## src/rtl/vmmu_pkg.sv

```systemverilog
// Package: widths, operating modes and saturating add for the vector MAC unit.
package vmmu_pkg;

  localparam int unsigned SAMPLE_BITS = 16;
  localparam int unsigned PROD_BITS   = 2 * SAMPLE_BITS + 1;
  localparam int unsigned ACC_BITS    = 40;
  localparam int unsigned OUT_BITS    = 40;
  localparam int unsigned MODE_BITS   = 2;

  typedef enum logic [MODE_BITS-1:0] {
    MODE_RMUL = 2'd0,
    MODE_CMUL = 2'd1,
    MODE_RDOT = 2'd2,
    MODE_CDOT = 2'd3
  } mode_e;

  typedef logic signed [SAMPLE_BITS-1:0] sample_t;
  typedef logic signed [ACC_BITS-1:0]    acc_t;
  typedef logic signed [OUT_BITS-1:0]    res_t;

  localparam acc_t ACC_MAX = {1'b0, {(ACC_BITS-1){1'b1}}};
  localparam acc_t ACC_MIN = {1'b1, {(ACC_BITS-1){1'b0}}};

  // Two's complement add clamped to the accumulator range.
  function automatic acc_t sat_add(input acc_t a, input acc_t b);
    logic signed [ACC_BITS:0] sum;
    acc_t                     r;
    sum = {a[ACC_BITS-1], a} + {b[ACC_BITS-1], b};
    if (sum[ACC_BITS] != sum[ACC_BITS-1]) begin
      r = sum[ACC_BITS] ? ACC_MIN : ACC_MAX;
    end else begin
      r = sum[ACC_BITS-1:0];
    end
    return r;
  endfunction

endpackage

```

## src/rtl/vmmu_in_if.sv

```systemverilog
// Interface: input channel carrying one element pair per word.
interface vmmu_in_if;
  logic                 valid;
  logic                 ready;
  vmmu_pkg::sample_t    a_re;
  vmmu_pkg::sample_t    a_im;
  vmmu_pkg::sample_t    b_re;
  vmmu_pkg::sample_t    b_im;
  logic                 last;

  modport source (output valid, a_re, a_im, b_re, b_im, last, input ready);
  modport sink   (input valid, a_re, a_im, b_re, b_im, last, output ready);
endinterface

```

## src/rtl/vmmu_out_if.sv

```systemverilog
// Interface: result channel carrying one product or dot sum per word.
interface vmmu_out_if;
  logic           valid;
  logic           ready;
  vmmu_pkg::res_t res_re;
  vmmu_pkg::res_t res_im;
  logic           end_of_vector;

  modport source (output valid, res_re, res_im, end_of_vector, input ready);
  modport sink   (input valid, res_re, res_im, end_of_vector, output ready);
endinterface

```

## src/rtl/vmmu_cfg_if.sv

```systemverilog
// Interface: configuration write channel for the mode register.
interface vmmu_cfg_if;
  logic                           valid;
  logic                           ready;
  logic [vmmu_pkg::MODE_BITS-1:0] data;

  modport source (output valid, data, input ready);
  modport sink   (input valid, data, output ready);
endinterface

```

## src/rtl/vector_mac_multiply_unit_top.sv

```systemverilog
// Top level: real/complex multiply and saturating dot-product accumulator.
//
//  channel   dir  word contents                         handshake
//  cfg_i     in   data: mode (2 bits)                   valid/ready, ready tied high
//  in_i      in   a_re a_im b_re b_im (Q1.15), last     valid/ready
//  out_o     out  res_re res_im (Q.30, 40b), end_of_vector  valid/ready
//
// One word per cycle sustained while out_o is not stalled; the input word passes
// the input register, then four 16x16 multipliers, the complex-mode add and subtract
// and, in dot modes, the 40-bit saturating accumulate into the result register.
// Dot modes give a result only on the last element, then clear both sums.
// Reset clears mode, accumulators and valid flags; no clearing pass needed.
// A stall on out_o holds the result register and backs up into in_i.ready.
module vector_mac_multiply_unit_top (
  input  logic        clk_i,
  input  logic        rst_ni,
  vmmu_cfg_if.sink    cfg_i,
  vmmu_in_if.sink     in_i,
  vmmu_out_if.source  out_o
);

  vmmu_pkg::mode_e   mode_q;

  logic              s1_valid_q;
  vmmu_pkg::sample_t a_re_q, a_im_q, b_re_q, b_im_q;
  logic              last_q;

  vmmu_pkg::acc_t    acc_re_q, acc_re_d;
  vmmu_pkg::acc_t    acc_im_q, acc_im_d;

  logic              out_valid_q, out_valid_d;
  vmmu_pkg::res_t    res_re_q, res_re_d;
  vmmu_pkg::res_t    res_im_q, res_im_d;
  logic              eov_q;

  logic signed [2*vmmu_pkg::SAMPLE_BITS-1:0] p_rr, p_ii, p_ir, p_ri;
  logic signed [vmmu_pkg::PROD_BITS-1:0]     pre, pim;
  vmmu_pkg::acc_t    pre_ext, pim_ext, acc_re_sum, acc_im_sum;

  logic              is_cplx, is_dot, emit, s1_adv, in_acc;

  // Configuration
  assign cfg_i.ready = 1'b1;

  always_ff @(posedge clk_i or negedge rst_ni) begin
    if (!rst_ni) begin
      mode_q <= vmmu_pkg::MODE_RMUL;
    end else if (cfg_i.valid) begin
      mode_q <= vmmu_pkg::mode_e'(cfg_i.data);
    end
  end

  // Datapath
  assign is_cplx = (mode_q == vmmu_pkg::MODE_CMUL) || (mode_q == vmmu_pkg::MODE_CDOT);
  assign is_dot  = (mode_q == vmmu_pkg::MODE_RDOT) || (mode_q == vmmu_pkg::MODE_CDOT);

  assign p_rr = a_re_q * b_re_q;
  assign p_ii = a_im_q * b_im_q;
  assign p_ir = a_im_q * b_re_q;
  assign p_ri = a_re_q * b_im_q;

  always_comb begin
    if (is_cplx) begin
      pre = vmmu_pkg::PROD_BITS'(p_rr) - vmmu_pkg::PROD_BITS'(p_ii);
      pim = vmmu_pkg::PROD_BITS'(p_ir) + vmmu_pkg::PROD_BITS'(p_ri);
    end else begin
      pre = vmmu_pkg::PROD_BITS'(p_rr);
      pim = '0;
    end
  end

  assign pre_ext    = vmmu_pkg::ACC_BITS'(pre);
  assign pim_ext    = vmmu_pkg::ACC_BITS'(pim);
  assign acc_re_sum = vmmu_pkg::sat_add(acc_re_q, pre_ext);
  assign acc_im_sum = vmmu_pkg::sat_add(acc_im_q, pim_ext);

  // Flow control: a dot-mode word that is not last never needs the output slot.
  assign emit        = !is_dot || last_q;
  assign s1_adv      = s1_valid_q && (!emit || !out_valid_q || out_o.ready);
  assign in_i.ready  = !s1_valid_q || s1_adv;
  assign in_acc      = in_i.valid && in_i.ready;

  always_ff @(posedge clk_i or negedge rst_ni) begin
    if (!rst_ni) begin
      s1_valid_q <= 1'b0;
    end else if (in_i.ready) begin
      s1_valid_q <= in_i.valid;
    end
  end

  always_ff @(posedge clk_i) begin
    if (in_acc) begin
      a_re_q <= in_i.a_re;
      a_im_q <= in_i.a_im;
      b_re_q <= in_i.b_re;
      b_im_q <= in_i.b_im;
      last_q <= in_i.last;
    end
  end

  always_comb begin
    acc_re_d    = acc_re_q;
    acc_im_d    = acc_im_q;
    out_valid_d = out_valid_q && !out_o.ready;
    res_re_d    = res_re_q;
    res_im_d    = res_im_q;
    if (s1_adv && is_dot) begin
      if (last_q) begin
        acc_re_d = '0;
        acc_im_d = '0;
      end else begin
        acc_re_d = acc_re_sum;
        if (is_cplx) begin
          acc_im_d = acc_im_sum;
        end
      end
    end
    if (s1_adv && emit) begin
      out_valid_d = 1'b1;
      if (is_dot) begin
        res_re_d = vmmu_pkg::OUT_BITS'(acc_re_sum);
        res_im_d = is_cplx ? vmmu_pkg::OUT_BITS'(acc_im_sum) : '0;
      end else begin
        res_re_d = vmmu_pkg::OUT_BITS'(pre_ext);
        res_im_d = vmmu_pkg::OUT_BITS'(pim_ext);
      end
    end
  end

  always_ff @(posedge clk_i or negedge rst_ni) begin
    if (!rst_ni) begin
      acc_re_q    <= '0;
      acc_im_q    <= '0;
      out_valid_q <= 1'b0;
    end else begin
      acc_re_q    <= acc_re_d;
      acc_im_q    <= acc_im_d;
      out_valid_q <= out_valid_d;
    end
  end

  always_ff @(posedge clk_i) begin
    res_re_q <= res_re_d;
    res_im_q <= res_im_d;
    if (s1_adv && emit) begin
      eov_q <= last_q;
    end
  end

  assign out_o.valid         = out_valid_q;
  assign out_o.res_re        = res_re_q;
  assign out_o.res_im        = res_im_q;
  assign out_o.end_of_vector = eov_q;

endmodule

```

## src/flat_wrapper.sv

```systemverilog
// flat-port wrapper written by rule: the top's interface ports become plain ports
module vector_mac_multiply_unit_top_flat 
  (clk_i, rst_ni, cfg_i_valid, cfg_i_data, cfg_i_ready, in_i_valid, in_i_a_re, in_i_a_im, in_i_b_re, in_i_b_im, in_i_last, in_i_ready, out_o_valid, out_o_res_re, out_o_res_im, out_o_end_of_vector, out_o_ready);
  vmmu_cfg_if cfg_i_i ();
  vmmu_in_if in_i_i ();
  vmmu_out_if out_o_i ();
  input  logic clk_i;
  input  logic rst_ni;
  input wire logic [$bits(cfg_i_i.valid)-1:0] cfg_i_valid;
  input wire logic [$bits(cfg_i_i.data)-1:0] cfg_i_data;
  output wire logic [$bits(cfg_i_i.ready)-1:0] cfg_i_ready;
  input wire logic [$bits(in_i_i.valid)-1:0] in_i_valid;
  input wire logic [$bits(in_i_i.a_re)-1:0] in_i_a_re;
  input wire logic [$bits(in_i_i.a_im)-1:0] in_i_a_im;
  input wire logic [$bits(in_i_i.b_re)-1:0] in_i_b_re;
  input wire logic [$bits(in_i_i.b_im)-1:0] in_i_b_im;
  input wire logic [$bits(in_i_i.last)-1:0] in_i_last;
  output wire logic [$bits(in_i_i.ready)-1:0] in_i_ready;
  output wire logic [$bits(out_o_i.valid)-1:0] out_o_valid;
  output wire logic [$bits(out_o_i.res_re)-1:0] out_o_res_re;
  output wire logic [$bits(out_o_i.res_im)-1:0] out_o_res_im;
  output wire logic [$bits(out_o_i.end_of_vector)-1:0] out_o_end_of_vector;
  input wire logic [$bits(out_o_i.ready)-1:0] out_o_ready;
  assign cfg_i_i.valid = cfg_i_valid;
  assign cfg_i_i.data = cfg_i_data;
  assign cfg_i_ready = cfg_i_i.ready;
  assign in_i_i.valid = in_i_valid;
  assign in_i_i.a_re = in_i_a_re;
  assign in_i_i.a_im = in_i_a_im;
  assign in_i_i.b_re = in_i_b_re;
  assign in_i_i.b_im = in_i_b_im;
  assign in_i_i.last = in_i_last;
  assign in_i_ready = in_i_i.ready;
  assign out_o_valid = out_o_i.valid;
  assign out_o_res_re = out_o_i.res_re;
  assign out_o_res_im = out_o_i.res_im;
  assign out_o_end_of_vector = out_o_i.end_of_vector;
  assign out_o_i.ready = out_o_ready;
  vector_mac_multiply_unit_top u_core (.clk_i(clk_i), .rst_ni(rst_ni), .cfg_i(cfg_i_i), .in_i(in_i_i), .out_o(out_o_i));
endmodule
```

## config.mk

```make
export PLATFORM = sky130hd
export DESIGN_NAME = vector_mac_multiply_unit_top_flat
export DESIGN_NICKNAME = d
export VERILOG_FILES = /design/src/rtl/vmmu_pkg.sv /design/src/rtl/vmmu_in_if.sv /design/src/rtl/vmmu_out_if.sv /design/src/rtl/vmmu_cfg_if.sv /design/src/rtl/vector_mac_multiply_unit_top.sv /design/src/flat_wrapper.sv
export SDC_FILE = /design/constraint.sdc
export NUM_CORES = 2
export LEC_CHECK = 0
export BUFFER_PORTS_ARGS = -buffer_cell sky130_fd_sc_hd__clkbuf_2
export CAP_MARGIN = 30
export CORE_UTILIZATION = 60
export CTS_BUF_LIST = sky130_fd_sc_hd__clkbuf_16
export DETAILED_ROUTE_END_ITERATION = 10
export GPL_TIMING_DRIVEN = 0
export HOLD_SLACK_MARGIN = 0.06
export PLACE_DENSITY_LB_ADDON = 0.15
export SYNTH_ARGS = -nofsm -noshare
export SYNTH_HDL_FRONTEND = slang
export SYNTH_SLANG_ARGS = --single-unit
```

## constraint.sdc

```tcl
create_clock -name clk_i -period 12.3 [get_ports clk_i]
set_input_delay 3.69 -clock clk_i [delete_from_list [all_inputs] [get_ports clk_i]]
set_output_delay 3.69 -clock clk_i [all_outputs]
set_load 0.005 [all_outputs]
```

==> results.json <==
{
  "status": "finished, violations left",
  "violations": "negative setup slack",
  "rsz0062_at_grt": "true",
  "wl_per_cell_um": 25.4,
  "path_depth": 50,
  "yosys_warnings": 0,
  "clk_pin_slew_ns": 0.06,
  "port_buffers": 154,
  "synth_area_leaders": "fa_1, ha_1, inv_1",
  "hold_viol_final": 0,
  "initial_core_util_pct": 60.5,
  "rows": 110,
  "antenna_found_initial": 14,
  "drive_gt1_share_pct": 15.3,
  "synth_edf_count": 146,
  "cts_tree": "built",
  "design_area_mm2": 0.0631,
  "syn_avg_cell_area_um2": 9.38,
  "nets": 7811,
  "fp.dieW_um": 303,
  "worstSetupPathType": "reg2reg",
  "cts.sinks": 230,
  "clock_latency_ns": 0.65,
  "syn_nets": 7421,
  "core_mm2": 0.0899,
  "htree_levels": 1,
  "areaGrowthSynthToFinish_pct": 16.2,
  "synthFlopType": "edfxtp_1",
  "io_pins": 156,
  "placed_area_mm2": 0.0570,
  "fin_util_pct": 70.3,
  "vias": 43900,
  "multi_input_area_mm2": 0.0449,
  "finalSetupViolCount": 79,
  "max_cap_violations": 0,
  "crit_slowest_cell": "fa_1",
  "worst-path-buf-inv": 13,
  "tightest_slew_ns": 1.19,
  "gr-usage-all-layers_pct": 41.6,
  "grt_max_degree": 49,
  "cpLargestDelayFamily": "adder cells",
  "die-area_mm2": 0.0918,
  "hold_depth": 0,
  "min_period_over_period_pct": 106,
  "cpPeakStageDelay_ns": 0.54,
  "fin_crit_ns": 12.98,
  "holdBufCountCts": 0,
  "route.antenna.remaining_nets": 0,
  "ff_latch_area_mm2": 0.00649,
  "fmax_mhz": 77.0,
  "yosysTopAreaCellShare_pct": 42.5,
  "drt_pass1_iterations": 6,
  "fillers": 6938,
  "yosysTopAreaCell": "fa_1",
  "report.final.slew_viol_count": 0,
  "grt_pass1_vias": 44900,
  "synthCells": 5793,
  "synth_cell_types": 93,
  "hold_class": "reg2reg",
  "syn-cell-area_mm2": 0.0543,
  "cp_max_fo": 9,
  "reg2reg_depth": 50,
  "avgViaCountPerCell": 5.93,
  "root_buffer": "clkbuf_16",
  "worstPathArrival_ns": 13.37,
  "ys_async_sr_fraction_pct": 36.5,
  "cts_buffers": 30,
  "drt-initial-drc-count": 4562,
  "path_common_cell": "fa_1",
  "grt_pass1_wl_um": 277000,
  "cp.required_ns": 12.69,
  "place_ws_ns": -3.57,
  "gp_congestion": 1.02,
  "clockBufferDepth": 3,
  "hpwl_um": 148000,
  "clock_skew_ns": 0.0153,
  "ys_seq_area_share_pct": 11.9,
  "die_h_um": 303,
  "relSlewSlack_pct": 20.9,
  "critPathLaunchType": "flip-flop",
  "grt_overflow": 0,
  "ys_ff_latch": 230,
  "worst_slack_ns": -0.679,
  "routed_wl_um": 188000,
  "setup.worst_path.end_class": "flip-flop",
  "drc": 0
}
==> logic make-up (layout without fill, tap and decap cells) <==
logic type	Yosys count	after routing	share of synthesized area [%]
AND/OR/NAND/NOR	1612	1612	14.3
adder cells (fa/ha/maj)	1558	1558	51.8
buffers and inverters	1486	1900	10.3
AO/OA/AOI/OAI	702	702	8.30
flip-flops	230	230	11.9
XOR/XNOR	186	186	3.00
multiplexers	18	18	0.368
other	1	13	0.00690
==> cell usage after synthesis (all sizes together) (84+ instances only) <==
library cell,number
a21oi,170
and2,464
clkbuf,251
dfrtp,84
edfxtp,146
fa,1153
ha,403
inv,1217
nand2,739
nor2,176
o21ai,202
xnor2,134
==> layout by cell type (no fill, tap or decap), types with 17 or more instances in the layout <==
cell and instances:
nand2b_1 57, xnor2_1 118, buf_12 24, a21oi_2 35
o2bb2ai_1 22, buf_6 18, inv_1 1204, nand2_1 720
o21ai_0 131, buf_8 28, clkbuf_16 47, clkbuf_1 120
edfxtp_1 146, xor2_1 45, nor2_1 148, clkbuf_2 198
nand4_1 17, o21a_1 28, nand3_1 37, and2_1 451
buf_4 158, a21o_1 67, fa_1 1135, a211oi_1 20
nor2_4 19, ha_1 348, o21ai_1 18, clkbuf_8 18
fa_2 18, ha_4 46, o21bai_1 27, a21oi_1 122
clkbuf_4 26, nor3_1 22, dfrtp_1 84, o21ai_2 49
==> layout make-up <==
cell class	instances	area share [%]
multi-input cells	4077	71.0
flip-flops and latches	230	10.3
clock inverters	24	0.285
well taps	1176	2.33
repair buffers	374	4.79
clock buffers	32	1.27
plain buffers	252	2.72
inverters	1218	7.25
diodes	12	0.0476
==> sequential cells by signal, summed over array words and instances (netlist names), 2 cells and up <==
register             flops
u_core.acc_im_q         40
u_core.b_im_q           16
u_core.mode_q            2
u_core.out_o.res_im     40
u_core.acc_re_q         40
u_core.b_re_q           16
u_core.a_re_q           16
u_core.out_o.res_re     40
u_core.a_im_q           16
==> stage by stage <==
stage / hold slack, ns / setup TNS (ns) / instances
floorplan: 0.424 / 0 / 5793
global placement: 0.444 / -322.18 / 7123
detailed placement: 0.451 / -329.71 / 7148
CTS: 0.482 / -22.28 / 7323
global route: 0.478 / -65.36 / 7385
finish: 0.461 / -43.74 / 7395
==> worst register-to-register path, delay by kind of cell, from the launching register on <==
| kind | cells | cell delay, ns |
|---|---|---|
| buffers and inverters | 13 | 1.57 |
| AOI/OAI and AO/OA | 16 | 2.89 |
| DFF | 1 | 0.40 |
| adders and majority gates | 14 | 6.29 |
| xor gates and xnor gates | 2 | 0.40 |
| and+or+nand+nor | 5 | 1.13 |
==> routing by layer <==
layer	vias up	wire length, µm	share of wire [%]	track usage [%]
met5	-	266	0.14	0.932
met4	14	12000	6.4	21.5
met3	517	23800	13	13.1
met2	2585	80500	43	60.6
met1	22200	71400	38	56.0
li1	18500	-	-	-
==> path summary, 6_finish.rpt <==
kind | startpoint | endpoint | slack, ns
max | u_core.a_re_q[9] | u_core.out_o.res_re[27] | -0.68
min | u_core.last_q | u_core.out_o.end_of_vector | 0.46
max reg2reg | u_core.a_re_q[9] | u_core.out_o.res_re[27] | -0.68
min reg2reg | u_core.last_q | u_core.out_o.end_of_vector | 0.46
max in group asynchronous | rst_ni | u_core.acc_im_q[10] | 8.47
min in group asynchronous | rst_ni | u_core.acc_re_q[34] | 3.10
==> timing repair <==
item | in CTS | in global routing
buffers inserted | 130 | 51
endpoints found under the setup margin | 158 | 155
cloned | 4 | 4
pin swaps | 115 | 108
hold endpoints to repair | 0 | 0
gates resized for setup | 584 | 269
Power is left out: the tool's default activity adds up to more than one toggle a clock period on the data nets, which glitch-free logic cannot reach.
